<file path="src/png_pass_layout_defines.svh">
// assertion macros for the png pass layout modules, used by ppl_tail
// expects clk and rst_n in the scope of each use
`ifndef PNG_PASS_LAYOUT_DEFINES_SVH
`define PNG_PASS_LAYOUT_DEFINES_SVH

// same-cycle implication
`define PPL_ASSERT_IMPL(name, pre, post, msg) \
  name: assert property (@(posedge clk) disable iff (!rst_n) (pre) |-> (post)) \
    else $error(msg);

// next-cycle implication
`define PPL_ASSERT_NEXT(name, pre, post, msg) \
  name: assert property (@(posedge clk) disable iff (!rst_n) (pre) |=> (post)) \
    else $error(msg);

`endif

</file>
<file path="src/ppl_pkg.sv">
// types, widths, status codes and the Adam7 geometry table
// used by every module of the png pass layout block
package ppl_pkg;

  localparam int SIZE_BITS_DEF = 64;
  localparam int DIM_W         = 32;
  localparam int BPP_W         = 16;
  localparam int PFB_W         = 13;
  localparam int BITS_W        = DIM_W + BPP_W;
  localparam int RB_W          = BITS_W - 2;
  localparam int HI_W          = RB_W - DIM_W;
  localparam int PROD_W        = RB_W + DIM_W;
  localparam int MASK_W        = 8;
  localparam int ADAM7_PASSES  = 7;

  localparam logic [2:0] FULL_IDX   = 3'd7;
  localparam logic [7:0] MODE_NONE  = 8'd0;
  localparam logic [7:0] MODE_ADAM7 = 8'd1;

  typedef enum logic [2:0] {
    ST_OK         = 3'd0,
    ST_ZERO_BPP   = 3'd1,
    ST_BAD_METHOD = 3'd2,
    ST_OVERFLOW   = 3'd3,
    ST_NO_PASS    = 3'd4
  } ppl_status_t;

  typedef struct packed {
    logic [2:0] sx;
    logic [2:0] sy;
    logic [1:0] shx;
    logic [1:0] shy;
  } ppl_geom_t;

  typedef struct packed {
    logic             is_pass;
    logic [2:0]       num;
    ppl_status_t      status;
    logic             hdr_end;
    logic [PFB_W-1:0] pfb;
  } ppl_tag_t;

  typedef struct packed {
    ppl_tag_t         tag;
    logic [DIM_W-1:0] pw;
    logic [DIM_W-1:0] ph;
    logic [BPP_W-1:0] bpp;
  } ppl_item_t;

  typedef struct packed {
    ppl_tag_t          tag;
    logic [DIM_W-1:0]  pw;
    logic [DIM_W-1:0]  ph;
    logic [RB_W-1:0]   rb;
    logic [PROD_W-1:0] pb;
    logic              ovf;
  } ppl_res_t;

  // start and log2 step per axis; entry 7 is the full non-interlaced pass
  function automatic ppl_geom_t ppl_geom(input logic [2:0] idx);
    ppl_geom_t g;
    unique case (idx)
      3'd0: g = '{sx: 3'd0, sy: 3'd0, shx: 2'd3, shy: 2'd3};
      3'd1: g = '{sx: 3'd4, sy: 3'd0, shx: 2'd3, shy: 2'd3};
      3'd2: g = '{sx: 3'd0, sy: 3'd4, shx: 2'd2, shy: 2'd3};
      3'd3: g = '{sx: 3'd2, sy: 3'd0, shx: 2'd2, shy: 2'd2};
      3'd4: g = '{sx: 3'd0, sy: 3'd2, shx: 2'd1, shy: 2'd2};
      3'd5: g = '{sx: 3'd1, sy: 3'd0, shx: 2'd1, shy: 2'd1};
      3'd6: g = '{sx: 3'd0, sy: 3'd1, shx: 2'd0, shy: 2'd1};
      3'd7: g = '{sx: 3'd0, sy: 3'd0, shx: 2'd0, shy: 2'd0};
    endcase
    return g;
  endfunction

endpackage

</file>
<file path="src/ppl_seq.sv">
// pass sequencer: holds one header and issues one pass request per ready cycle
// depends on ppl_pkg
module ppl_seq import ppl_pkg::*; (
  input  logic             clk,
  input  logic             rst_n,
  input  logic             in_valid,
  output logic             in_stall,
  input  logic [DIM_W-1:0] in_img_width,
  input  logic [DIM_W-1:0] in_img_height,
  input  logic [7:0]       in_samples_per_px,
  input  logic [7:0]       in_sample_depth,
  input  logic [7:0]       in_interlace_mode,
  output logic             item_valid,
  output ppl_item_t        item,
  input  logic             item_ready
);

  logic              hdr_v_r;
  logic [MASK_W-1:0] mask_r;
  logic [DIM_W-1:0]  w_r;
  logic [DIM_W-1:0]  h_r;
  logic [BPP_W-1:0]  bpp_r;
  logic [PFB_W-1:0]  pfb_r;
  ppl_status_t       stat_r;

  logic [MASK_W-1:0] mask_nxt;
  ppl_status_t       stat_nxt;
  logic [BPP_W-1:0]  bpp_in;
  logic [PFB_W-1:0]  pfb_in;
  logic [MASK_W-1:0] low;
  logic [MASK_W-1:0] rest;
  logic [2:0]        idx;
  ppl_geom_t         g;
  logic              fire;
  logic              acc;

  // lowest pending pass
  always_comb begin
    low  = mask_r & (~mask_r + MASK_W'(1));
    rest = mask_r & (mask_r - MASK_W'(1));
    idx  = 3'd0;
    for (int i = 0; i < MASK_W; i++) begin
      if (low[i]) idx = 3'(i);
    end
  end

  assign g = ppl_geom(idx);

  always_comb begin
    item.tag.is_pass = |mask_r;
    item.tag.num     = (idx == FULL_IDX) ? 3'd0 : idx;
    item.tag.status  = stat_r;
    item.tag.hdr_end = (rest == '0);
    item.tag.pfb     = pfb_r;
    item.pw          = ((w_r - DIM_W'(1) - DIM_W'(g.sx)) >> g.shx) + DIM_W'(1);
    item.ph          = ((h_r - DIM_W'(1) - DIM_W'(g.sy)) >> g.shy) + DIM_W'(1);
    item.bpp         = bpp_r;
  end

  assign item_valid = hdr_v_r;
  assign fire       = hdr_v_r && item_ready;
  assign in_stall   = hdr_v_r && !(fire && item.tag.hdr_end);
  assign acc        = in_valid && !in_stall;

  // header decode
  always_comb begin
    ppl_geom_t gp;
    logic [ADAM7_PASSES-1:0] m;
    bpp_in = BPP_W'(in_samples_per_px) * BPP_W'(in_sample_depth);
    pfb_in = (bpp_in < BPP_W'(8)) ? PFB_W'(1)
                                  : PFB_W'(((BPP_W+1)'(bpp_in) + (BPP_W+1)'(7)) >> 3);
    for (int p = 0; p < ADAM7_PASSES; p++) begin
      gp   = ppl_geom(3'(p));
      m[p] = (in_img_width > DIM_W'(gp.sx)) && (in_img_height > DIM_W'(gp.sy));
    end
    priority if (bpp_in == '0) begin
      mask_nxt = '0;
      stat_nxt = ST_ZERO_BPP;
    end else if (in_interlace_mode == MODE_NONE) begin
      mask_nxt = (in_img_width != '0 && in_img_height != '0) ? 8'h80 : '0;
      stat_nxt = ST_OK;
    end else if (in_interlace_mode != MODE_ADAM7) begin
      mask_nxt = '0;
      stat_nxt = ST_BAD_METHOD;
    end else begin
      mask_nxt = {1'b0, m};
      stat_nxt = (m == '0) ? ST_NO_PASS : ST_OK;
    end
  end

  always_ff @(posedge clk) begin
    if (!rst_n) begin
      hdr_v_r <= 1'b0;
      mask_r  <= '0;
    end else if (acc) begin
      hdr_v_r <= 1'b1;
      mask_r  <= mask_nxt;
    end else if (fire) begin
      if (item.tag.hdr_end) hdr_v_r <= 1'b0;
      mask_r <= rest;
    end
  end

  always_ff @(posedge clk) begin
    if (acc) begin
      w_r    <= in_img_width;
      h_r    <= in_img_height;
      bpp_r  <= bpp_in;
      pfb_r  <= pfb_in;
      stat_r <= stat_nxt;
    end
  end

endmodule

</file>
<file path="config.mk">
export PLATFORM = sky130hd
export DESIGN_NAME = ppl_seq
export DESIGN_NICKNAME = d
export VERILOG_FILES = /design/src/png_pass_layout_defines.svh /design/src/ppl_pkg.sv /design/src/ppl_seq.sv
export SDC_FILE = /design/constraint.sdc
export NUM_CORES = 1
export LEC_CHECK = 0
export ABC_AREA = 0
export BUFFER_PORTS_ARGS = -buffer_cell sky130_fd_sc_hd__buf_2
export CORE_ASPECT_RATIO = 1.25
export CORE_UTILIZATION = 44
export DETAILED_ROUTE_END_ITERATION = 7
export PLACE_DENSITY_LB_ADDON = 0.2
export SLEW_MARGIN = 10
export SYNTH_ARGS = -nofsm -noshare
export SYNTH_HDL_FRONTEND = slang
export SYNTH_SLANG_ARGS = --single-unit
</file>
<file path="constraint.sdc">
create_clock -name clk -period 17.4 [get_ports clk]
set_clock_uncertainty 0.05 [all_clocks]
set_input_delay 4.35 -clock clk [delete_from_list [all_inputs] [get_ports clk]]
set_output_delay 4.35 -clock clk [all_outputs]
set_load 0.05 [all_outputs]
</file>
After elaboration in Yosys (flattened, before gate mapping)
Memories as Yosys holds them, arrays and structs flattened. Index checks and enable logic that the tools add are counted.

Input bits: 92. Logic and storage cells: 82. Register bits: 105. Memories: 1. Output and inout port bits: 103. ROM bits: 80.

Reduce and logical (&&, ||, !) cells: 26. Shifts and indexed selects: 2. Muxes and demuxes: 20. $add $sub $neg: 9. $lt $le $gt $ge: 9. Multipliers: 1. Bitwise gates (word level): 3. Eq/ne operators: 2.

Memory list: (no name shown) (words 8, width 10, rd ports 1, clocked after Yosys merged registers in 0, write ports 0, line ppl_pkg.sv:62) `unique case (idx)`.

Operator list (count): 32-bit by 1-bit > comparator with 1-bit output, second input constant (4); 32-bit by 1-bit adder with 32-bit output, second input constant (2); 32-bit by 2-bit > comparator with 1-bit output, second input constant (2); 32-bit by 3-bit > comparator with 1-bit output, second input constant (2); 32-bit nonzero test (2); 32-bit by 2-bit >> shifter with 32-bit output (2); 32-bit by 1-bit subtractor with 32-bit output, second input constant (2); 32-bit by 3-bit subtractor with 32-bit output (2); 8-bit 2-to-1 mux (5); 3-bit 2-to-1 mux (7); 16-bit by 3-bit adder with 16-bit output, second input constant (1); 8-bit bitwise AND (2); 16-bit zero test (1); 8-bit zero test (2); 16-bit by 4-bit < comparator with 1-bit output, second input constant (1); 8-bit by 8-bit multiplier with 16-bit output (1); 1-bit logical AND (12); 8-bit by 1-bit adder with 8-bit output, second input constant (1); 8-bit by 1-bit != test with 1-bit output, second input constant (1); 8-bit NOT (1); 8-bit OR reduction (1); 8-bit by 1-bit subtractor with 8-bit output, second input constant (1); 7-bit zero test (1); 7-bit 2-to-1 mux (1); other kinds (8) (15).

Logic depth before layout (Yosys ltp)
Gate-level depths: netlist of run 1. An unclocked memory read counts as a cell.

Depth after elaboration: 14. Mapped depth: 27.

Worst setup path before layout of run 1
OpenSTA, ideal clock, no wires.

Path kind: register to output. From: reg mask_r[6]. To: out item[37] in the netlist's numbering. Arrival: 7177 ps. Buffers on the path: 6. Setup slack: 5823 ps. Stages on the path, launching flop included: 23. Cells stage by stage: dfxtp_1 clkbuf_1 or2_2 a21oi_1 nor2_1 inv_1 buf_2 buf_1 clkbuf_1 buf_1 ha_1 nand2_1 fa_1 a2111o_1 clkbuf_1 nor3_1 o21ai_0 a2111oi_2 o21bai_1 or4_4 nor3_4 mux2_1 a311oi_1.

RTL lines: start: declaration (line ppl_seq.sv:19) `logic [MASK_W-1:0] mask_r;`; start signal: assignment (line ppl_seq.sv:97) `mask_r <= mask_nxt;`; start signal: assignment (line ppl_seq.sv:100) `mask_r <= rest;`; end: declaration (line ppl_seq.sv:14) `output ppl_item_t item,`.

==> flow_summary.toml, run 1 <==
[status]
outcome = "finished, final reports clean"

[placement]
dp_slack_ns = 6.218
dp_hpwl_mm = 27.59
place_congestion = 0.9882
dp.cells = 1932
port_buffers = 194

[sta]
fin_crit_ns = 11.68
slew_viol_final = 0
rsz0062_at_grt = "no"
finalSetupTns_ns = 0
finalHoldViolCount = 0
setup_viol = 0
worstMarginPinSlew_ns = 1.135
slew_headroom_pct = 23.77
timing.final.crit_share_pct = 67.14
max_freq_mhz = 85.61
fin_ws_ns = 5.718

[global_route]
grt_first_pass_wirelength_mm = 56.32
grt_pass1_vias = 11210
antenna_found_initial = 0
overflow = 0
grt_max_degree = 70
grt_usage_pct = 25.11

[critical_path]
crit_required_ns = 13.00
cp-endpoint = "item[73]"
cp_max_fo = 17
r2r_end = "mask_r[5]$_SDFFE_PN0P_"
arrival_ns = 7.28
critPathLaunch = "mask_r[0]$_SDFFE_PN0P_"
ff2ff_path_depth = 11
rrSetupSlack_ns = 12.67
path_class = "flip-flop to output port"
critPathLaunchType = "flip-flop"
timing.rr.start = "mask_r[0]$_SDFFE_PN0P_"
end_kind = "output port"

[drt]
drt_iter0_drc = 611
drtAntennaViolNets = 0
drt-vias-per-instance = 6.029
drcViolationCount = 0
wl_per_cell_microns = 17.98
dr.pass1.iters = 5
vias = 11750
routed_wl_mm = 35.05

[clock_tree]
post_cts_resized = 0
tritoncts = "done"
cts_buffer_depth = 2
clk_latency_ns = 0.37
cts.clk_slew.worst_paths_ns = 0.08
cts-buffers-inserted = 9
cts.hold.buffers_added = 0
cts_setup_buffers = 0
cts_root_buf = "clkbuf_16"
clkSinkCount = 105
h-tree-depth = 3

[floorplan]
placeableCoreArea_sq_um = 26830
die_h_microns = 186.8
initial_utilization_pct = 44.80
io_pins = 195
num_rows = 67
die_w_microns = 149.8
die-area_sq_um = 27990

[power_and_ir_drop]
power.share.sequential_pct = 31.5
p_leak_uw = 0.005165
p_total_uw = 1138
swShare_pct = 44.69
internal-power_uw = 629.4
combinationalPowerShare_pct = 49.1
clock_power_share_pct = 19.4
p_switching_uw = 508.6
peakVddDrop_uv = 119.3
power_density_nw_per_um2 = 84.29

[final_layout]
multiInputGateArea_sq_um = 8299
final_cell_mix = "194 x buf_2, 131 x nand2_1, 123 x nor2_1"
syn_to_final_growth_pct = 12.33
final_common_cell = "buf_2"
drive_above_1_share_pct = 17.28
instances_no_fill = 1949
seq_area_sq_um = 3063
nNetsFinal = 1777
final_core_util_pct = 50.33
n_fill_cell = 2643

[synth]
synth_edf_count = 96
ys_types = 95
yosysTopAreaCell = "edfxtp_1"
avgSynthCellArea_sq_um = 8.227
synth_top_flop_cell = "edfxtp_1"
async_flop_share_pct = 0
synth_fp_nets = 1640
synth_seq_cells = 105
yosys.area.top_type_share_pct = 23.99
synth.area.top_cells = "edfxtp_1 24%, fa_1 6.3%, ha_1 5.1%"
yosysWarningCount = 0
seq_area_frac_synth_pct = 25.48
syn_area_sq_um = 12020
syn_inst = 1461

[flow_run]
maxCapViolations = 0

[min_path]
worst_hold_path_type = "flip-flop to flip-flop"
==> worst min path at each step <==
stage	start	end	slack [ns]	cells after the start
finish	mask_r[3]$_SDFFE_PN0P_	mask_r[3]$_SDFFE_PN0P_	0.52	2
global placement	mask_r[3]$_SDFFE_PN0P_	mask_r[3]$_SDFFE_PN0P_	0.48	2
CTS	mask_r[3]$_SDFFE_PN0P_	mask_r[3]$_SDFFE_PN0P_	0.51	2
detailed placement	mask_r[3]$_SDFFE_PN0P_	mask_r[3]$_SDFFE_PN0P_	0.50	2
floorplan	mask_r[3]$_SDFFE_PN0P_	mask_r[3]$_SDFFE_PN0P_	0.43	2
global route	mask_r[3]$_SDFFE_PN0P_	mask_r[3]$_SDFFE_PN0P_	0.55	2
==> area by class of cell <==
| type | instances | area share [%] |
|---|---|---|
| Multi-Input combinational cell | 1189 | 61.47 |
| Sequential cell | 105 | 22.69 |
| Timing Repair Buffer | 205 | 7.804 |
| Tap cell | 345 | 3.197 |
| Inverter | 88 | 2.447 |
| Clock buffer | 9 | 1.668 |
| Clock inverter | 7 | 0.7044 |
| Antenna cell | 1 | 0.01854 |
==> through the flow <==
stage / hold slack (ns) / cell area, sq um
6_report: 0.5175 / 13500
5_1_grt: 0.5496 / 13500
4_1_cts: 0.5132 / 13500
3_5_place_dp: 0.4995 / 13180
3_3_place_gp: 0.4757 / 13180
2_1_floorplan: 0.4300 / 12020
==> registers in the layout, summed over array words and instances (netlist names) <==
| register | cells |
|---|---|
| item_valid | 1 |
| pfb_r | 13 |
| w_r | 32 |
| stat_r | 3 |
| mask_r | 8 |
| h_r | 32 |
| bpp_r | 16 |
==> cells in the mapped netlist (all sizes together) (32+ instances only) <==
master  number
nand2      131
nor2       125
edfxtp      96
inv         88
o21ai       83
xnor2       66
a21oi       65
nor3        65
nand3       56
clkbuf      51
ha          49
nor4        49
and2        48
fa          38
or3         32
==> cell families after synthesis <==
| group | Yosys count | synth area share (%) |
|---|---|---|
| AND/OR/NAND/NOR | 608 | 26.79 |
| AO/OA/AOI/OAI | 371 | 21.40 |
| buffers and inverters | 167 | 5.580 |
| flip-flops | 105 | 25.48 |
| XOR/XNOR | 97 | 7.068 |
| adder cells (fa/ha/maj) | 88 | 11.51 |
| multiplexers | 25 | 2.165 |
==> layer usage <==
metal | track usage (%) | routed length, microns
met5 | 0 | 0
met3 | 3.790 | 2087
met2 | 45.00 | 17980
met1 | 29.68 | 14000
met4 | 9.596 | 981
==> worst max-delay path, cell delays in order (launching register included) <==
cell      delay (ns)
dfxtp_1         0.36
or4_1           0.86
nor3_1          0.47
a22oi_1         0.24
inv_1           0.15
ha_1            0.18
nand2_1         0.06
ha_1            0.22
fa_1            0.45
a211oi_1        0.49
nand3_1         0.54
a211oi_1        0.44
o21ai_0         0.19
a2111o_1        0.48
nor4_1          0.47
nand3_1         0.29
nand2b_1        0.33
nor3b_2         0.26
xor2_1          0.16
buf_2           0.28
==> power by group through the flow <==
stage                     Sequential (uW)  Combinational, uW  Clock, uW
after floorplan                       452                341          0
after global placement                363                551          0
after detailed placement              363                560          0
after CTS                             358                562        226
after global routing                  362                615        233
final                                 359                559        221
Power figures use the tool's default switching activity.
==> inputs of run 2 (changes only) <==
==> constraint.sdc (replaced) <==
create_clock -name clk -period 9.9 [get_ports clk]
set_clock_uncertainty 0.05 [all_clocks]
set_input_delay 2.475 -clock clk [delete_from_list [all_inputs] [get_ports clk]]
set_output_delay 2.475 -clock clk [all_outputs]
set_load 0.05 [all_outputs]
==> run 2 against run 1 <==
Sequential power increased by 77%. Combinational power grew 76%. Power is 77% higher. Wire length rose by 3.9%. Hold slack got worse by 0.0089 ns. Non-clock buffer count increased by 7. Utilization grew 0.19 points. Sequential share of layout area decreased by 0.084 points. Final cell count increased by 0.36%. Die area did not move. Clock power rose by 79%. Critical path type unchanged.
==> flow_summary.toml, run 2 (synthesized netlist as in run 1, its figures left out) <==
[global_route]
grt_first_pass_wirelength_mm = 59.66
antenna_found_initial = 1
overflow = 0
grt_pass1_vias = 11730
grt_usage_pct = 26.59
grt_max_degree = 69

[sta]
finalHoldViolCount = 0
fin_ws_ns = 0.8427
setup_viol = 0
slew_viol_final = 0
finalSetupTns_ns = 0
slew_headroom_pct = 14.05
worstMarginPinSlew_ns = 1.286
rsz0062_at_grt = "no"
max_freq_mhz = 110.4
fin_crit_ns = 9.057
timing.final.crit_share_pct = 91.49

[min_path]
worst_hold_path_type = "flip-flop to flip-flop"
holdPathEnd = "mask_r[0]$_SDFFE_PN0P_"
min_from = "mask_r[0]$_SDFFE_PN0P_"
holdPathStages = 2

[drt]
drtAntennaViolNets = 0
drt-vias-per-instance = 6.076
wl_per_cell_microns = 18.61
dr.pass1.iters = 6
drcViolationCount = 0
routed_wl_mm = 36.40
drt_iter0_drc = 683
vias = 11880

[critical_path]
ff2ff_path_depth = 12
crit_required_ns = 7.38
critPathLaunchType = "flip-flop"
arrival_ns = 6.53
rrSetupSlack_ns = 5.34
end_kind = "output port"
r2r_end = "mask_r[5]$_SDFFE_PN0P_"
path_class = "flip-flop to output port"
timing.rr.start = "mask_r[0]$_SDFFE_PN0P_"
cp_max_fo = 17

[placement]
dp_slack_ns = 1.280
place_area_sq_um = 13230
dp_hpwl_mm = 28.79
port_buffers = 194
dp.cells = 1939
place_congestion = 0.9736

[clock_tree]
clkSinkCount = 105
h-tree-depth = 3
cts_buffer_depth = 2
cts_root_buf = "clkbuf_16"
tritoncts = "done"
cts.hold.buffers_added = 0
post_cts_resized = 0
cts-buffers-inserted = 9
cts.clk_slew.worst_paths_ns = 0.08
cts_setup_buffers = 0
clk_latency_ns = 0.37

[floorplan]
die_w_microns = 149.8
num_rows = 67
placeableCoreArea_sq_um = 26830
die-area_sq_um = 27990
initial_utilization_pct = 44.80
io_pins = 195
die_h_microns = 186.8

[power_and_ir_drop]
power_density_nw_per_um2 = 148.8
peakVddDrop_uv = 224.2
p_leak_uw = 0.005203

[final_layout]
instances_no_fill = 1956
drive_above_1_share_pct = 17.64
largestRegisters = "h_r: 32 flops, w_r: 32 flops, bpp_r: 16 flops"
n_fill_cell = 2656
final_common_cell = "buf_2"
nNetsFinal = 1784
finalInstanceArea_sq_um = 13550
final_cell_mix = "194 x buf_2, 131 x nand2_1, 123 x nor2_1"
syn_to_final_growth_pct = 12.74

[flow_run]
maxCapViolations = 0

[status]
outcome = "finished, final reports clean"
-- run 2: area by class of cell --
cell class / instances / area (sq um) / area share (%)
Multi-Input combinational cell: 1189 / 8299 / 61.25
Sequential cell: 105 / 3063 / 22.60
Timing Repair Buffer: 212 / 1106 / 8.163
Tap cell: 345 / 431.7 / 3.186
Inverter: 88 / 330.3 / 2.438
Clock buffer: 9 / 225.2 / 1.662
Clock inverter: 7 / 92.59 / 0.6833
Antenna cell: 1 / 2.502 / 0.01847
-- run 2: power breakdown --
| group | switching, uW | leakage, uW | internal (uW) | total, uW |
|---|---|---|---|---|
| sequential | 44.0 | 0.00100 | 591 | 635 |
| clock | 191 | 0.000156 | 204 | 395 |
| combinational | 675 | 0.00405 | 311 | 986 |
| total | 909 | 0.00520 | 1110 | 2020 |
-- run 2: how the worst max path moves through the flow --
stage | cells after the start | from | end
floorplan | 22 | mask_r[6]$_SDFFE_PN0P_ | item[37]
global placement | 21 | mask_r[0]$_SDFFE_PN0P_ | item[78]
detailed placement | 21 | mask_r[0]$_SDFFE_PN0P_ | item[76]
CTS | 21 | mask_r[0]$_SDFFE_PN0P_ | item[76]
global route | 21 | mask_r[1]$_SDFFE_PN0P_ | item[76]
finish | 21 | mask_r[0]$_SDFFE_PN0P_ | item[76]
-- run 2: critical path, cell delays in order (launching register included) --
cell and delay, ns:
dfxtp_1 0.37, or4_1 0.53, buf_4 0.22, nor3_1 0.37, a22oi_1 0.24, inv_1 0.15
ha_1 0.18, nand2_1 0.06, ha_1 0.21, fa_1 0.44, a211oi_1 0.51, nand3_1 0.14
buf_4 0.24, a211oi_1 0.24, o21ai_0 0.17, a2111o_1 0.46, nor4_1 0.42, and3_1 0.35
nand2_1 0.21, nor3b_2 0.22, xor2_1 0.16, buf_2 0.28
-- run 2: through the flow --
step / hold slack (ns) / utilization [%] / total power [uW]
finish: 0.5086 / 50.51 / 2016
global route: 0.5305 / 50.50 / 2145
CTS: 0.5022 / 50.50 / 2028
detailed placement: 0.4869 / 49.32 / 1634
global placement: 0.4801 / 49.32 / 1619
floorplan: 0.4300 / - / 1393
-- run 2: layer usage --
layer | GRT usage (%) | vias to the layer above | part of all wire (%)
met1 | 30.98 | 5614 | 39
met2 | 48.33 | 438 | 51
met5 | 0 | - | 0.036
li1 | - | 5744 | -
met4 | 10.18 | 2 | 3.1
met3 | 3.790 | 86 | 6.1
