### src/png_pass_layout_defines.svh
// assertion macros for the png pass layout modules, used by ppl_tail
// expects clk and rst_n in the scope of each use
`ifndef PNG_PASS_LAYOUT_DEFINES_SVH
`define PNG_PASS_LAYOUT_DEFINES_SVH

// same-cycle implication
`define PPL_ASSERT_IMPL(name, pre, post, msg) \
  name: assert property (@(posedge clk) disable iff (!rst_n) (pre) |-> (post)) \
    else $error(msg);

// next-cycle implication
`define PPL_ASSERT_NEXT(name, pre, post, msg) \
  name: assert property (@(posedge clk) disable iff (!rst_n) (pre) |=> (post)) \
    else $error(msg);

`endif

### src/ppl_pkg.sv
// types, widths, status codes and the Adam7 geometry table
// used by every module of the png pass layout block
package ppl_pkg;

  localparam int SIZE_BITS_DEF = 64;
  localparam int DIM_W         = 32;
  localparam int BPP_W         = 16;
  localparam int PFB_W         = 13;
  localparam int BITS_W        = DIM_W + BPP_W;
  localparam int RB_W          = BITS_W - 2;
  localparam int HI_W          = RB_W - DIM_W;
  localparam int PROD_W        = RB_W + DIM_W;
  localparam int MASK_W        = 8;
  localparam int ADAM7_PASSES  = 7;

  localparam logic [2:0] FULL_IDX   = 3'd7;
  localparam logic [7:0] MODE_NONE  = 8'd0;
  localparam logic [7:0] MODE_ADAM7 = 8'd1;

  typedef enum logic [2:0] {
    ST_OK         = 3'd0,
    ST_ZERO_BPP   = 3'd1,
    ST_BAD_METHOD = 3'd2,
    ST_OVERFLOW   = 3'd3,
    ST_NO_PASS    = 3'd4
  } ppl_status_t;

  typedef struct packed {
    logic [2:0] sx;
    logic [2:0] sy;
    logic [1:0] shx;
    logic [1:0] shy;
  } ppl_geom_t;

  typedef struct packed {
    logic             is_pass;
    logic [2:0]       num;
    ppl_status_t      status;
    logic             hdr_end;
    logic [PFB_W-1:0] pfb;
  } ppl_tag_t;

  typedef struct packed {
    ppl_tag_t         tag;
    logic [DIM_W-1:0] pw;
    logic [DIM_W-1:0] ph;
    logic [BPP_W-1:0] bpp;
  } ppl_item_t;

  typedef struct packed {
    ppl_tag_t          tag;
    logic [DIM_W-1:0]  pw;
    logic [DIM_W-1:0]  ph;
    logic [RB_W-1:0]   rb;
    logic [PROD_W-1:0] pb;
    logic              ovf;
  } ppl_res_t;

  // start and log2 step per axis; entry 7 is the full non-interlaced pass
  function automatic ppl_geom_t ppl_geom(input logic [2:0] idx);
    ppl_geom_t g;
    unique case (idx)
      3'd0: g = '{sx: 3'd0, sy: 3'd0, shx: 2'd3, shy: 2'd3};
      3'd1: g = '{sx: 3'd4, sy: 3'd0, shx: 2'd3, shy: 2'd3};
      3'd2: g = '{sx: 3'd0, sy: 3'd4, shx: 2'd2, shy: 2'd3};
      3'd3: g = '{sx: 3'd2, sy: 3'd0, shx: 2'd2, shy: 2'd2};
      3'd4: g = '{sx: 3'd0, sy: 3'd2, shx: 2'd1, shy: 2'd2};
      3'd5: g = '{sx: 3'd1, sy: 3'd0, shx: 2'd1, shy: 2'd1};
      3'd6: g = '{sx: 3'd0, sy: 3'd1, shx: 2'd0, shy: 2'd1};
      3'd7: g = '{sx: 3'd0, sy: 3'd0, shx: 2'd0, shy: 2'd0};
    endcase
    return g;
  endfunction

endpackage

### src/ppl_tail.sv
// result stage: running total, overflow close-out, output register
// depends on ppl_pkg and png_pass_layout_defines.svh
`include "png_pass_layout_defines.svh"

module ppl_tail import ppl_pkg::*; #(
  parameter int SIZE_BITS = SIZE_BITS_DEF
) (
  input  logic             clk,
  input  logic             rst_n,
  input  logic             res_valid,
  input  ppl_res_t         res,
  output logic             res_ready,
  output logic             out_valid,
  input  logic             out_stall,
  output logic [2:0]       out_pass_number,
  output logic             out_pass_valid,
  output logic [DIM_W-1:0] out_pass_width,
  output logic [DIM_W-1:0] out_pass_height,
  output logic [63:0]      out_line_bytes,
  output logic [63:0]      out_pass_bytes,
  output logic [63:0]      out_running_total,
  output logic [PFB_W-1:0] out_pixel_filter_bytes,
  output logic [2:0]       out_status,
  output logic             out_last
);

  localparam logic [PROD_W-1:0] SIZE_MAX =
    {{(PROD_W-SIZE_BITS){1'b0}}, {SIZE_BITS{1'b1}}};

  logic                 out_v_r;
  logic                 dead_r, dead_nxt;
  logic [SIZE_BITS-1:0] total_r, total_nxt;

  logic [2:0]       out_pass_number_r, num_nxt;
  logic             out_pass_valid_r, pv_nxt;
  logic [DIM_W-1:0] out_pass_width_r, pw_nxt;
  logic [DIM_W-1:0] out_pass_height_r, ph_nxt;
  logic [63:0]      out_line_bytes_r, rb_nxt;
  logic [63:0]      out_pass_bytes_r, pb_nxt;
  logic [63:0]      out_running_total_r, tot_nxt;
  logic [PFB_W-1:0] out_pfb_r;
  ppl_status_t      out_status_r, st_nxt;
  logic             out_last_r, last_nxt;

  logic              take;
  logic              emit;
  logic [PROD_W-1:0] sum;
  logic              ovf;

  assign res_ready = !out_v_r || !out_stall;
  assign take      = res_valid && res_ready;
  assign sum       = PROD_W'(total_r) + res.pb;
  assign ovf       = res.ovf || (sum > SIZE_MAX);

  always_comb begin
    emit      = 1'b0;
    dead_nxt  = dead_r;
    total_nxt = total_r;
    num_nxt   = res.tag.num;
    pv_nxt    = 1'b0;
    pw_nxt    = '0;
    ph_nxt    = '0;
    rb_nxt    = '0;
    pb_nxt    = '0;
    tot_nxt   = '0;
    st_nxt    = res.tag.status;
    last_nxt  = 1'b1;
    if (take) begin
      priority if (dead_r) begin
        // rest of a header that already closed on overflow
        dead_nxt = !res.tag.hdr_end;
      end else if (!res.tag.is_pass) begin
        emit      = 1'b1;
        total_nxt = '0;
      end else if (ovf) begin
        emit      = 1'b1;
        st_nxt    = ST_OVERFLOW;
        total_nxt = '0;
        dead_nxt  = !res.tag.hdr_end;
      end else begin
        emit      = 1'b1;
        pv_nxt    = 1'b1;
        pw_nxt    = res.pw;
        ph_nxt    = res.ph;
        rb_nxt    = 64'(res.rb);
        pb_nxt    = 64'(res.pb);
        tot_nxt   = 64'(sum);
        last_nxt  = res.tag.hdr_end;
        total_nxt = res.tag.hdr_end ? '0 : SIZE_BITS'(sum);
      end
    end
  end

  always_ff @(posedge clk) begin
    if (!rst_n) begin
      out_v_r <= 1'b0;
      dead_r  <= 1'b0;
      total_r <= '0;
    end else begin
      out_v_r <= emit || (out_v_r && out_stall);
      dead_r  <= dead_nxt;
      total_r <= total_nxt;
    end
  end

  always_ff @(posedge clk) begin
    if (emit) begin
      out_pass_number_r   <= num_nxt;
      out_pass_valid_r    <= pv_nxt;
      out_pass_width_r    <= pw_nxt;
      out_pass_height_r   <= ph_nxt;
      out_line_bytes_r    <= rb_nxt;
      out_pass_bytes_r    <= pb_nxt;
      out_running_total_r <= tot_nxt;
      out_pfb_r           <= res.tag.pfb;
      out_status_r        <= st_nxt;
      out_last_r          <= last_nxt;
    end
  end

  assign out_valid              = out_v_r;
  assign out_pass_number        = out_pass_number_r;
  assign out_pass_valid         = out_pass_valid_r;
  assign out_pass_width         = out_pass_width_r;
  assign out_pass_height        = out_pass_height_r;
  assign out_line_bytes         = out_line_bytes_r;
  assign out_pass_bytes         = out_pass_bytes_r;
  assign out_running_total      = out_running_total_r;
  assign out_pixel_filter_bytes = out_pfb_r;
  assign out_status             = out_status_r;
  assign out_last               = out_last_r;

  `PPL_ASSERT_IMPL(a_close_is_last, out_v_r && !out_pass_valid_r, out_last_r, "closing result without last")
  `PPL_ASSERT_IMPL(a_err_not_pass, out_v_r && out_status_r != ST_OK, !out_pass_valid_r, "error status on a pass result")
  `PPL_ASSERT_IMPL(a_total_covers, out_v_r && out_pass_valid_r, out_running_total_r >= out_pass_bytes_r, "running total below pass bytes")
  `PPL_ASSERT_NEXT(a_total_cleared, emit && last_nxt, total_r == '0, "total not cleared after last result")

endmodule

### config.mk
export PLATFORM = sky130hd
export DESIGN_NAME = ppl_tail
export DESIGN_NICKNAME = d
export VERILOG_FILES = /design/src/ppl_pkg.sv /design/src/ppl_tail.sv
export VERILOG_INCLUDE_DIRS = /design/src /design/src/src
export SDC_FILE = /design/constraint.sdc
export NUM_CORES = 1
export LEC_CHECK = 0
export BUFFER_PORTS_ARGS = -buffer_cell sky130_fd_sc_hd__buf_2
export CAP_MARGIN = 0
export CORE_ASPECT_RATIO = 2
export CORE_MARGIN = 10
export CORE_UTILIZATION = 54
export DETAILED_ROUTE_END_ITERATION = 6
export PLACE_DENSITY = 0.82
export SKIP_LAST_GASP = 1
export SLEW_MARGIN = 15
export SYNTH_ARGS = -nofsm -noshare
export SYNTH_HDL_FRONTEND = slang
export SYNTH_SLANG_ARGS = --single-unit
### constraint.sdc
create_clock -name clk -period 41.4 [get_ports clk]
set_clock_uncertainty 0.2 [all_clocks]
set_input_delay 2.07 -clock clk [delete_from_list [all_inputs] [get_ports clk]]
set_output_delay 2.07 -clock clk [all_outputs]
set_load 0.005 [all_outputs]
[Word level (Yosys, flattened, before mapping)]
Cells that the tools add are included.
Word-level totals
  register bits after elaboration: 343
  input port bits: 214
  logic and storage cells: 43
Operators by class
  add/subtract/negate cells: 1
  $lt $le $gt $ge: 1
  muxes and demuxes: 13
  bitwise gates (word level): 3
  reduce and logical (&&, ||, !) cells: 11
Operators with widths (number)
  64-bit two-way mux: 3
  64-bit by 78-bit adder with 78-bit output: 1
  78-bit by 64-bit > comparator with 1-bit output, second input constant: 1
  3-bit two-way mux: 4
  1-bit two-way mux: 6
  4-bit OR reduction: 1
  1-bit zero test: 3
  1-bit logical OR: 3
  1-bit inverter: 3
  3-bit OR reduction: 1
  1-bit logical AND: 2
  2-bit AND reduction: 1

[Depth between registers and ports, before layout]
Gate-level depths: netlist (run 1).
  depth in word-level cells: 7
  gate-level depth with buffers: 16
  gate-level depth less buffers: 13

[Worst setup path after synthesis (run 1)]
No wires, ideal clock.
  path type: input port to flip-flop
  from: input port out_stall
  to: register out_line_bytes_r[32], in the netlist out_line_bytes[32], data pin
  data arrival time: 15.669 ns
  required time: 41.045 ns
  slack: 25.376 ns
  cell stages on the path: 7
  path buffers: 2
  cell sequence: nand2_1 -> nand2_1 -> nor2_1 -> nand2_1 -> clkbuf_1 -> clkbuf_1 -> nor3_2
Between the ends
  word-level cells in the longest chain between the ends: 5
Ends and longest elaborated chain
  from (decl): RTL line ppl_tail.sv:14  | input logic out_stall,
  1-bit zero test: RTL line ppl_tail.sv:50  | assign res_ready = !out_v_r || !out_stall;
  1-bit logical OR: RTL line ppl_tail.sv:50
  1-bit logical AND: RTL line ppl_tail.sv:51  | assign take = res_valid && res_ready;
  1-bit inverter (no line)
  4-bit OR reduction (no line)
  to (signal assigned): RTL line ppl_tail.sv:112  | out_line_bytes_r <= rb_nxt;
  to (decl): RTL line ppl_tail.sv:38  | logic [63:0] out_line_bytes_r, rb_nxt;
No other way between the ends.
A chain may end at the register's enable or synchronous reset.

[Worst setup path after layout (run 1)]
  from: input port res[20] in the netlist's numbering
  to: register out_status_r[2], in the netlist out_status[2], data pin
Between the ends
  word-level cells in the longest chain between the ends: 7
Ends and longest elaborated chain
  from (decl): RTL line ppl_tail.sv:11  | input ppl_res_t res,
  64-bit by 78-bit adder with 78-bit output: RTL line ppl_tail.sv:52  | assign sum = PROD_W'(total_r) + res.pb;
  78-bit by 64-bit > comparator with 1-bit output: RTL line ppl_tail.sv:53  | assign ovf = res.ovf || (sum > SIZE_MAX);
  1-bit logical OR: RTL line ppl_tail.sv:53
  3-bit two-way mux: RTL line ppl_tail.sv:75  | end else if (ovf) begin
  3-bit two-way mux: RTL line ppl_tail.sv:72  | end else if (!res.tag.is_pass) begin
  3-bit two-way mux: RTL line ppl_tail.sv:69  | priority if (dead_r) begin
  3-bit two-way mux: RTL line ppl_tail.sv:68  | if (take) begin
  named net st_nxt[2]: RTL line ppl_tail.sv:42  | ppl_status_t out_status_r, st_nxt;
  to (signal assigned): RTL line ppl_tail.sv:116  | out_status_r <= st_nxt;
  to (decl): RTL line ppl_tail.sv:42
The timed path passes the listed nets, and every way through them passes these cells.

==> impl_metrics.yaml, run 1 <==
worst_setup_path:
  worstSetupEndpointType: "flop"
  crit_fanout: 156
  crit_required_ps: 41470
  crit_type: "input pin to flop"
  start_kind: "input pin"
  cp_data_arrival_time_ps: 7220
die:
  start_util: 0.547
  rows: 93
  die_x_um: 148
  io_pins: 493
  dieHeight_um: 276
  die_area_um2: 40900
  coreArea_um2: 32300
finish:
  drive_gt1_frac: 0.337
  area_delta_synth_final_pct: 18.8
  nFillCells: 2625
  layout.nets: 2397
power:
  p_clk_frac: 0.366
  internal-power_uw: 535
  seq_power_share: 0.525
  peakVddDrop_uv: 34.8
  switching_share: 0.248
  p_switching_uw: 177
  power_density_nw_per_um2: 33.9
  p_comb_frac: 0.109
  p_leak_nw: 8.58
global_routing:
  grt_max_degree: 178
  grt-ovfl-total: 0
  antenna_found_initial: 9
  grt_pass1_wl_um: 87700
  grtUsageTotal: 0.272
  first_global_vias: 15000
logic_synthesis:
  yosys_warnings: 0
  ys_types: 72
  yosys-top-cells-count: "259 x edfxtp_1, 189 x inv_1, 169 x nand2_1, 169 x nor3_2, 113 x o21ai_0"
  syn_area_um2: 17700
  synth-seq-area-share: 0.514
  synthAdderAreaFrac: 0.0463
  synth-seq-cells: 325
  yosys.area_share.simple: 0.211
  synth.top_cells.by_area: "edfxtp_1 44%, nor3_2 9.6%, dfxtp_1 7.5%, ha_1 4.5%, inv_1 4.0%"
  yosysMostFrequentCell: "edfxtp_1"
  synth_top_family_by_area: "simple AND/OR/NAND/NOR gates"
  synth-xor-area-share: 0.0317
  synth_mux_area_frac: 0.00113
  synth_edf_count: 259
  avgSynthCellArea_um2: 10.4
  yosys_most_used_dff: "edfxtp_1"
  postSynthCellCount: 1702
  synth_compound_area_frac: 0.118
  yosys.area.top_type: "edfxtp_1"
  synthArstFlopShare: 0
  synth_top_area_frac: 0.439
timing:
  period_share: 0.173
  rsz0062_at_grt: "no"
  worst_pin_slew_ps: 1210
  fin_tns_setup_ps: 0
  max_slew_margin: 0.197
  setup_ws_ps: 34250
  fmax_mhz: 140
  final-max-slew-violation-count: 0
  setup_viol: 0
  finalHoldViolCount: 0
  period_needed_ps: 7150
detailed_routing:
  avgViaCountPerCell: 5.69
  drcViolationCount: 0
  first_pass_iters: 5
  ant_nets: 0
  wl_per_cell_um: 22.7
  num_vias: 14600
  dr.first_iter.drc_count: 859
  wirelength_um: 58300
placement:
  pre_cts_slack_ps: 33890
  post-dp-hpwl_um: 45700
  portBuffers: 474
  gp_congestion: 0.967
job:
  maxCapViolCount: 0
cts:
  clk_latency_ps: 560
  clock_sinks: 325
  clockBufferDepth: 3
  cts_buffers: 28
  tritoncts: "done"
  cts_hold_buf: 0
  postCtsSetupBuffers: 0
  post_cts_resized: 0
  ctsRootBufferMaster: "clkbuf_16"
  cts-htree-levels: 1
  clk_pin_slew_worst_paths_ps: 70
status:
  outcome: "complete, no violations"
worst_hold_path:
  worstHoldPathType: "flop to flop"
==> worst max-delay path, cell delays in order <==
cell      delay (ps)
buf_2            110
ha_1             400
a21oi_1          400
a21boi_0         730
nand3_1          340
o211ai_1         300
nand3_1          220
a21oi_1          280
mux2i_1          250
nor2_1            90
nand4_1          130
buf_4            680
buf_12           640
a31oi_1          200
==> worst paths after layout <==
kind | start | end | slack, ps | depth (start not counted)
max | res[20] | out_status[2] | 34250 | 14
min | total_r[62] | total_r[62] | 260 | 2
max reg2reg | total_r[19] | out_status[2] | 35570 | 13
min reg2reg | total_r[62] | total_r[62] | 260 | 2
==> cells by family (layout without fill, tap and decap cells) <==
kind of cell	after synthesis	in the layout
and+or+nand+nor	600	600
xor gates and xnor gates	64	64
AOI/OAI and AO/OA	343	343
other	1	25
muxes	2	2
buffers and inverters	302	722
DFF	325	325
adders and majority gates	65	65
==> registers in the layout, indices dropped and copies added, names as in the netlist, 3 cells and up <==
signal / flops
out_line_bytes: 46
out_pass_bytes: 64
out_pass_height: 32
out_pass_number: 3
out_pass_width: 32
out_pixel_filter_bytes: 13
out_running_total: 64
out_status: 3
total_r: 64
==> power groups by stage <==
| stage | logic, mW | registers [mW] | clock network [mW] |
|---|---|---|---|
| global placement | 0.0767 | 0.380 | 0 |
| finish | 0.0779 | 0.374 | 0.261 |
| CTS | 0.0784 | 0.374 | 0.266 |
| global route | 0.0845 | 0.374 | 0.277 |
| detailed placement | 0.0779 | 0.381 | 0 |
| floorplan | 0.0352 | 0.389 | 0 |
==> placed cells by master, fill, tap and decap left out, types with 12 or more instances in the layout <==
cell / n
a21o_1: 13
conb_1: 18
dfxtp_1: 66
a21oi_1: 103
nand4_1: 31
edfxtp_1: 259
inv_1: 189
nor3_2: 169
nor2_1: 61
clkbuf_16: 29
nand3_1: 24
xnor2_1: 34
o21ai_0: 113
o21ai_1: 15
xor2_1: 30
nor3_1: 83
buf_2: 474
o211ai_1: 12
nand2_1: 168
ha_1: 64
==> per-layer routing <==
layer | global-route usage | up-vias | share of wire
li1 | - | 6866 | -
met1 | 0.278 | 6956 | 0.34
met2 | 0.505 | 655 | 0.54
met3 | 0.0494 | 156 | 0.069
met4 | 0.145 | 2 | 0.057
met5 | 0 | - | 0.00019
==> stage by stage <==
| step | cell area [um2] | util | total power [mW] | instances | hold WS [ps] |
|---|---|---|---|---|---|
| final | 21000 | 0.650 | 0.712 | 2573 | 262 |
| after global routing | 21000 | 0.650 | 0.736 | 2573 | 286 |
| after CTS | 21000 | 0.650 | 0.718 | 2566 | 266 |
| after detailed placement | 20100 | 0.622 | 0.459 | 2515 | 250 |
| after global placement | 20100 | 0.622 | 0.457 | 2515 | 238 |
| after floorplan | 17800 | - | 0.425 | 1719 | 229 |
==> final cells by class <==
type	count	area, um2	area share
Tap cell	427	534	0.0254
Timing Repair Buffer	482	2470	0.117
Multi-Input combinational cell	1092	7310	0.348
Antenna cell	7	17.5	0.000833
Clock inverter	19	158	0.00749
Inverter	189	709	0.0337
Sequential cell	325	9100	0.433
Clock buffer	32	737	0.0350
(Power assumes the default switching activity.)
==> run 2, diff against run 1 <==
--- a/config.mk
+++ b/config.mk
@@ -10,9 +10,9 @@
 export CAP_MARGIN = 0
 export CORE_ASPECT_RATIO = 2
 export CORE_MARGIN = 10
-export CORE_UTILIZATION = 54
+export CORE_UTILIZATION = 48
 export DETAILED_ROUTE_END_ITERATION = 6
-export PLACE_DENSITY = 0.82
+export PLACE_DENSITY = 0.77
 export SKIP_LAST_GASP = 1
 export SLEW_MARGIN = 15
 export SYNTH_ARGS = -nofsm -noshare
==> constraint.sdc (replaced) <==
create_clock -name clk -period 5.8 [get_ports clk]
set_clock_uncertainty 0.2 [all_clocks]
set_input_delay 0.29 -clock clk [delete_from_list [all_inputs] [get_ports clk]]
set_output_delay 0.29 -clock clk [all_outputs]
set_load 0.005 [all_outputs]
==> run 2 against run 1 <==
Effect of this change:
- clock-buffer cell count rose by 7
- critical path type unchanged
- highest routed layer unchanged
- global-route usage fell by 0.16 points
- cell count rose by 9.1%
- design area rose by 11%
- largest cell class unchanged
==> impl_metrics.yaml, run 2 (synthesis results as in run 1) <==
status:
  outcome: "complete, no violations"
global_routing:
  grt_pass1_wl_um: 96700
  antenna_found_initial: 5
  grt-ovfl-total: 0
  grtUsageTotal: 0.271
  grt_max_degree: 201
  first_global_vias: 16600
job:
  maxCapViolCount: 0
timing:
  hold_ws_ps: 144
  rsz0062_at_grt: "no"
  max_slew_margin: 0.197
  fmax_mhz: 187
  worst_pin_slew_ps: 1200
  period_needed_ps: 5350
  setup_viol: 0
  final-max-slew-violation-count: 0
  finalHoldViolCount: 0
  period_share: 0.922
detailed_routing:
  ant_nets: 0
  num_vias: 15800
  dr.first_iter.drc_count: 1052
  drcViolationCount: 0
  avgViaCountPerCell: 5.64
  wirelength_um: 64700
  first_pass_iters: 5
  wl_per_cell_um: 23.0
worst_setup_path:
  reg2reg_depth: 15
  worstSetupEndpointType: "flop"
  start_kind: "input pin"
  regToRegStartpoint: "total_r[1]"
  r2r-end: "out_status[0]"
  cp_data_arrival_time_ps: 5470
  crit_fanout: 59
  r2r_setup_slack_ps: 550
  crit_type: "input pin to flop"
  crit_required_ps: 5920
power:
  p_comb_frac: 0.126
  p_leak_nw: 9.51
  p_clk_frac: 0.387
  seq_power_share: 0.488
  p_switching_mw: 1.34
  power_density_nw_per_um2: 235
  peakVddDrop_uv: 242
  internal-power_mw: 4.13
  switching_share: 0.245
placement:
  place_inst: 2552
  dpl_cell_area_um2: 20200
  post-dp-hpwl_um: 45900
  portBuffers: 474
  gp_congestion: 0.954
finish:
  drive_gt1_frac: 0.312
  final_cell_mix: "474 x buf_2, 259 x edfxtp_1, 200 x dlygate4sd3_1"
  layout.nets: 2607
  area_delta_synth_final_pct: 31.4
  finish.instance_area_um2: 23300
  fin_cells: 2808
  layout_commonest_cell: "buf_2"
cts:
  cts_buffers: 28
  cts-htree-levels: 1
  ctsRootBufferMaster: "clkbuf_16"
  clockBufferDepth: 3
  clock_sinks: 325
  tritoncts: "done"
  clk_pin_slew_worst_paths_ps: 70
  post_cts_resized: 0
  clk_latency_ps: 570
die:
  io_pins: 493
  dieHeight_um: 292
  die_area_um2: 45400
  rows: 99
  coreArea_um2: 36500
  die_x_um: 156
  start_util: 0.485
worst_hold_path:
  worstHoldPathType: "input pin to flop"
  min_to: "total_r[42]"
  hold_depth: 3
  hp-start: "res[209]"
run 2: cell types whose count changed in the layout (fill, tap and decap cells not counted), sizes merged:
cell and delta:
clkbuf +7, dlygate4sd3 +200, bufinv +4, diode -3, clkinv -9, inv -1, buf +10
run 2: final cells by class:
type,count,area [um2]
Clock inverter,13,224
Sequential cell,325,9100
Timing Repair Buffer,692,4550
Fill cell,2757,13300
Clock buffer,39,793
Antenna cell,4,10.0
Multi-Input combinational cell,1092,7320
Tap cell,454,568
Inverter,189,709
run 2: stage by stage:
stage | util | setup WS [ps] | TNS [ps] | power, mW
final | 0.637 | 453 | 0 | 5.47
after global routing | 0.637 | 188 | 0 | 5.62
after CTS | 0.636 | 608 | 0 | 5.45
after detailed placement | 0.554 | 1120 | 0 | 3.27
after global placement | 0.554 | 1130 | 0 | 3.26
after floorplan | - | -221 | -41370 | 2.99
run 2: timing repair:
item | 4_1_cts | 5_1_grt
setup buffers | 0 | 0
hold buffers | 200 | 0
hold endpoints to repair | 197 | 0
run 2: per-layer routing:
layer  GRT usage  share of wire  up-vias
met5           0        0.00012        -
met4       0.149          0.061        2
met3      0.0498          0.069      195
met2       0.511           0.54      758
met1       0.268           0.33     7602
li1            -              -     7276
run 2: worst max path at each step:
stage | from | slack [ps] | to
global placement | res[1] | 1130 | out_pass_height[8]
detailed placement | res[1] | 1120 | out_pass_height[11]
finish | res[2] | 450 | out_status[0]
floorplan | out_valid | -220 | out_line_bytes[45]
CTS | res[11] | 610 | out_status[0]
global route | res[1] | 190 | out_status[0]
run 2: critical path, cell delays in order:
cell	delay [ps]
dlygate4sd3_1	540
buf_2	160
ha_1	340
a211oi_2	290
o21ai_1	210
o211ai_1	480
nand2_1	230
a31oi_1	570
nor3_1	160
a21oi_1	170
o211ai_1	120
nor4_2	360
nand4_1	170
buf_4	250
buf_12	230
a31o_2	290
dlygate4sd3_1	560
run 2: power by group through the flow:
stage | registers, mW | logic, mW | clock network (mW)
final | 2.67 | 0.687 | 2.11
after global routing | 2.68 | 0.736 | 2.21
after CTS | 2.66 | 0.674 | 2.11
after detailed placement | 2.71 | 0.559 | 0
after global placement | 2.71 | 0.552 | 0
after floorplan | 2.74 | 0.254 | 0
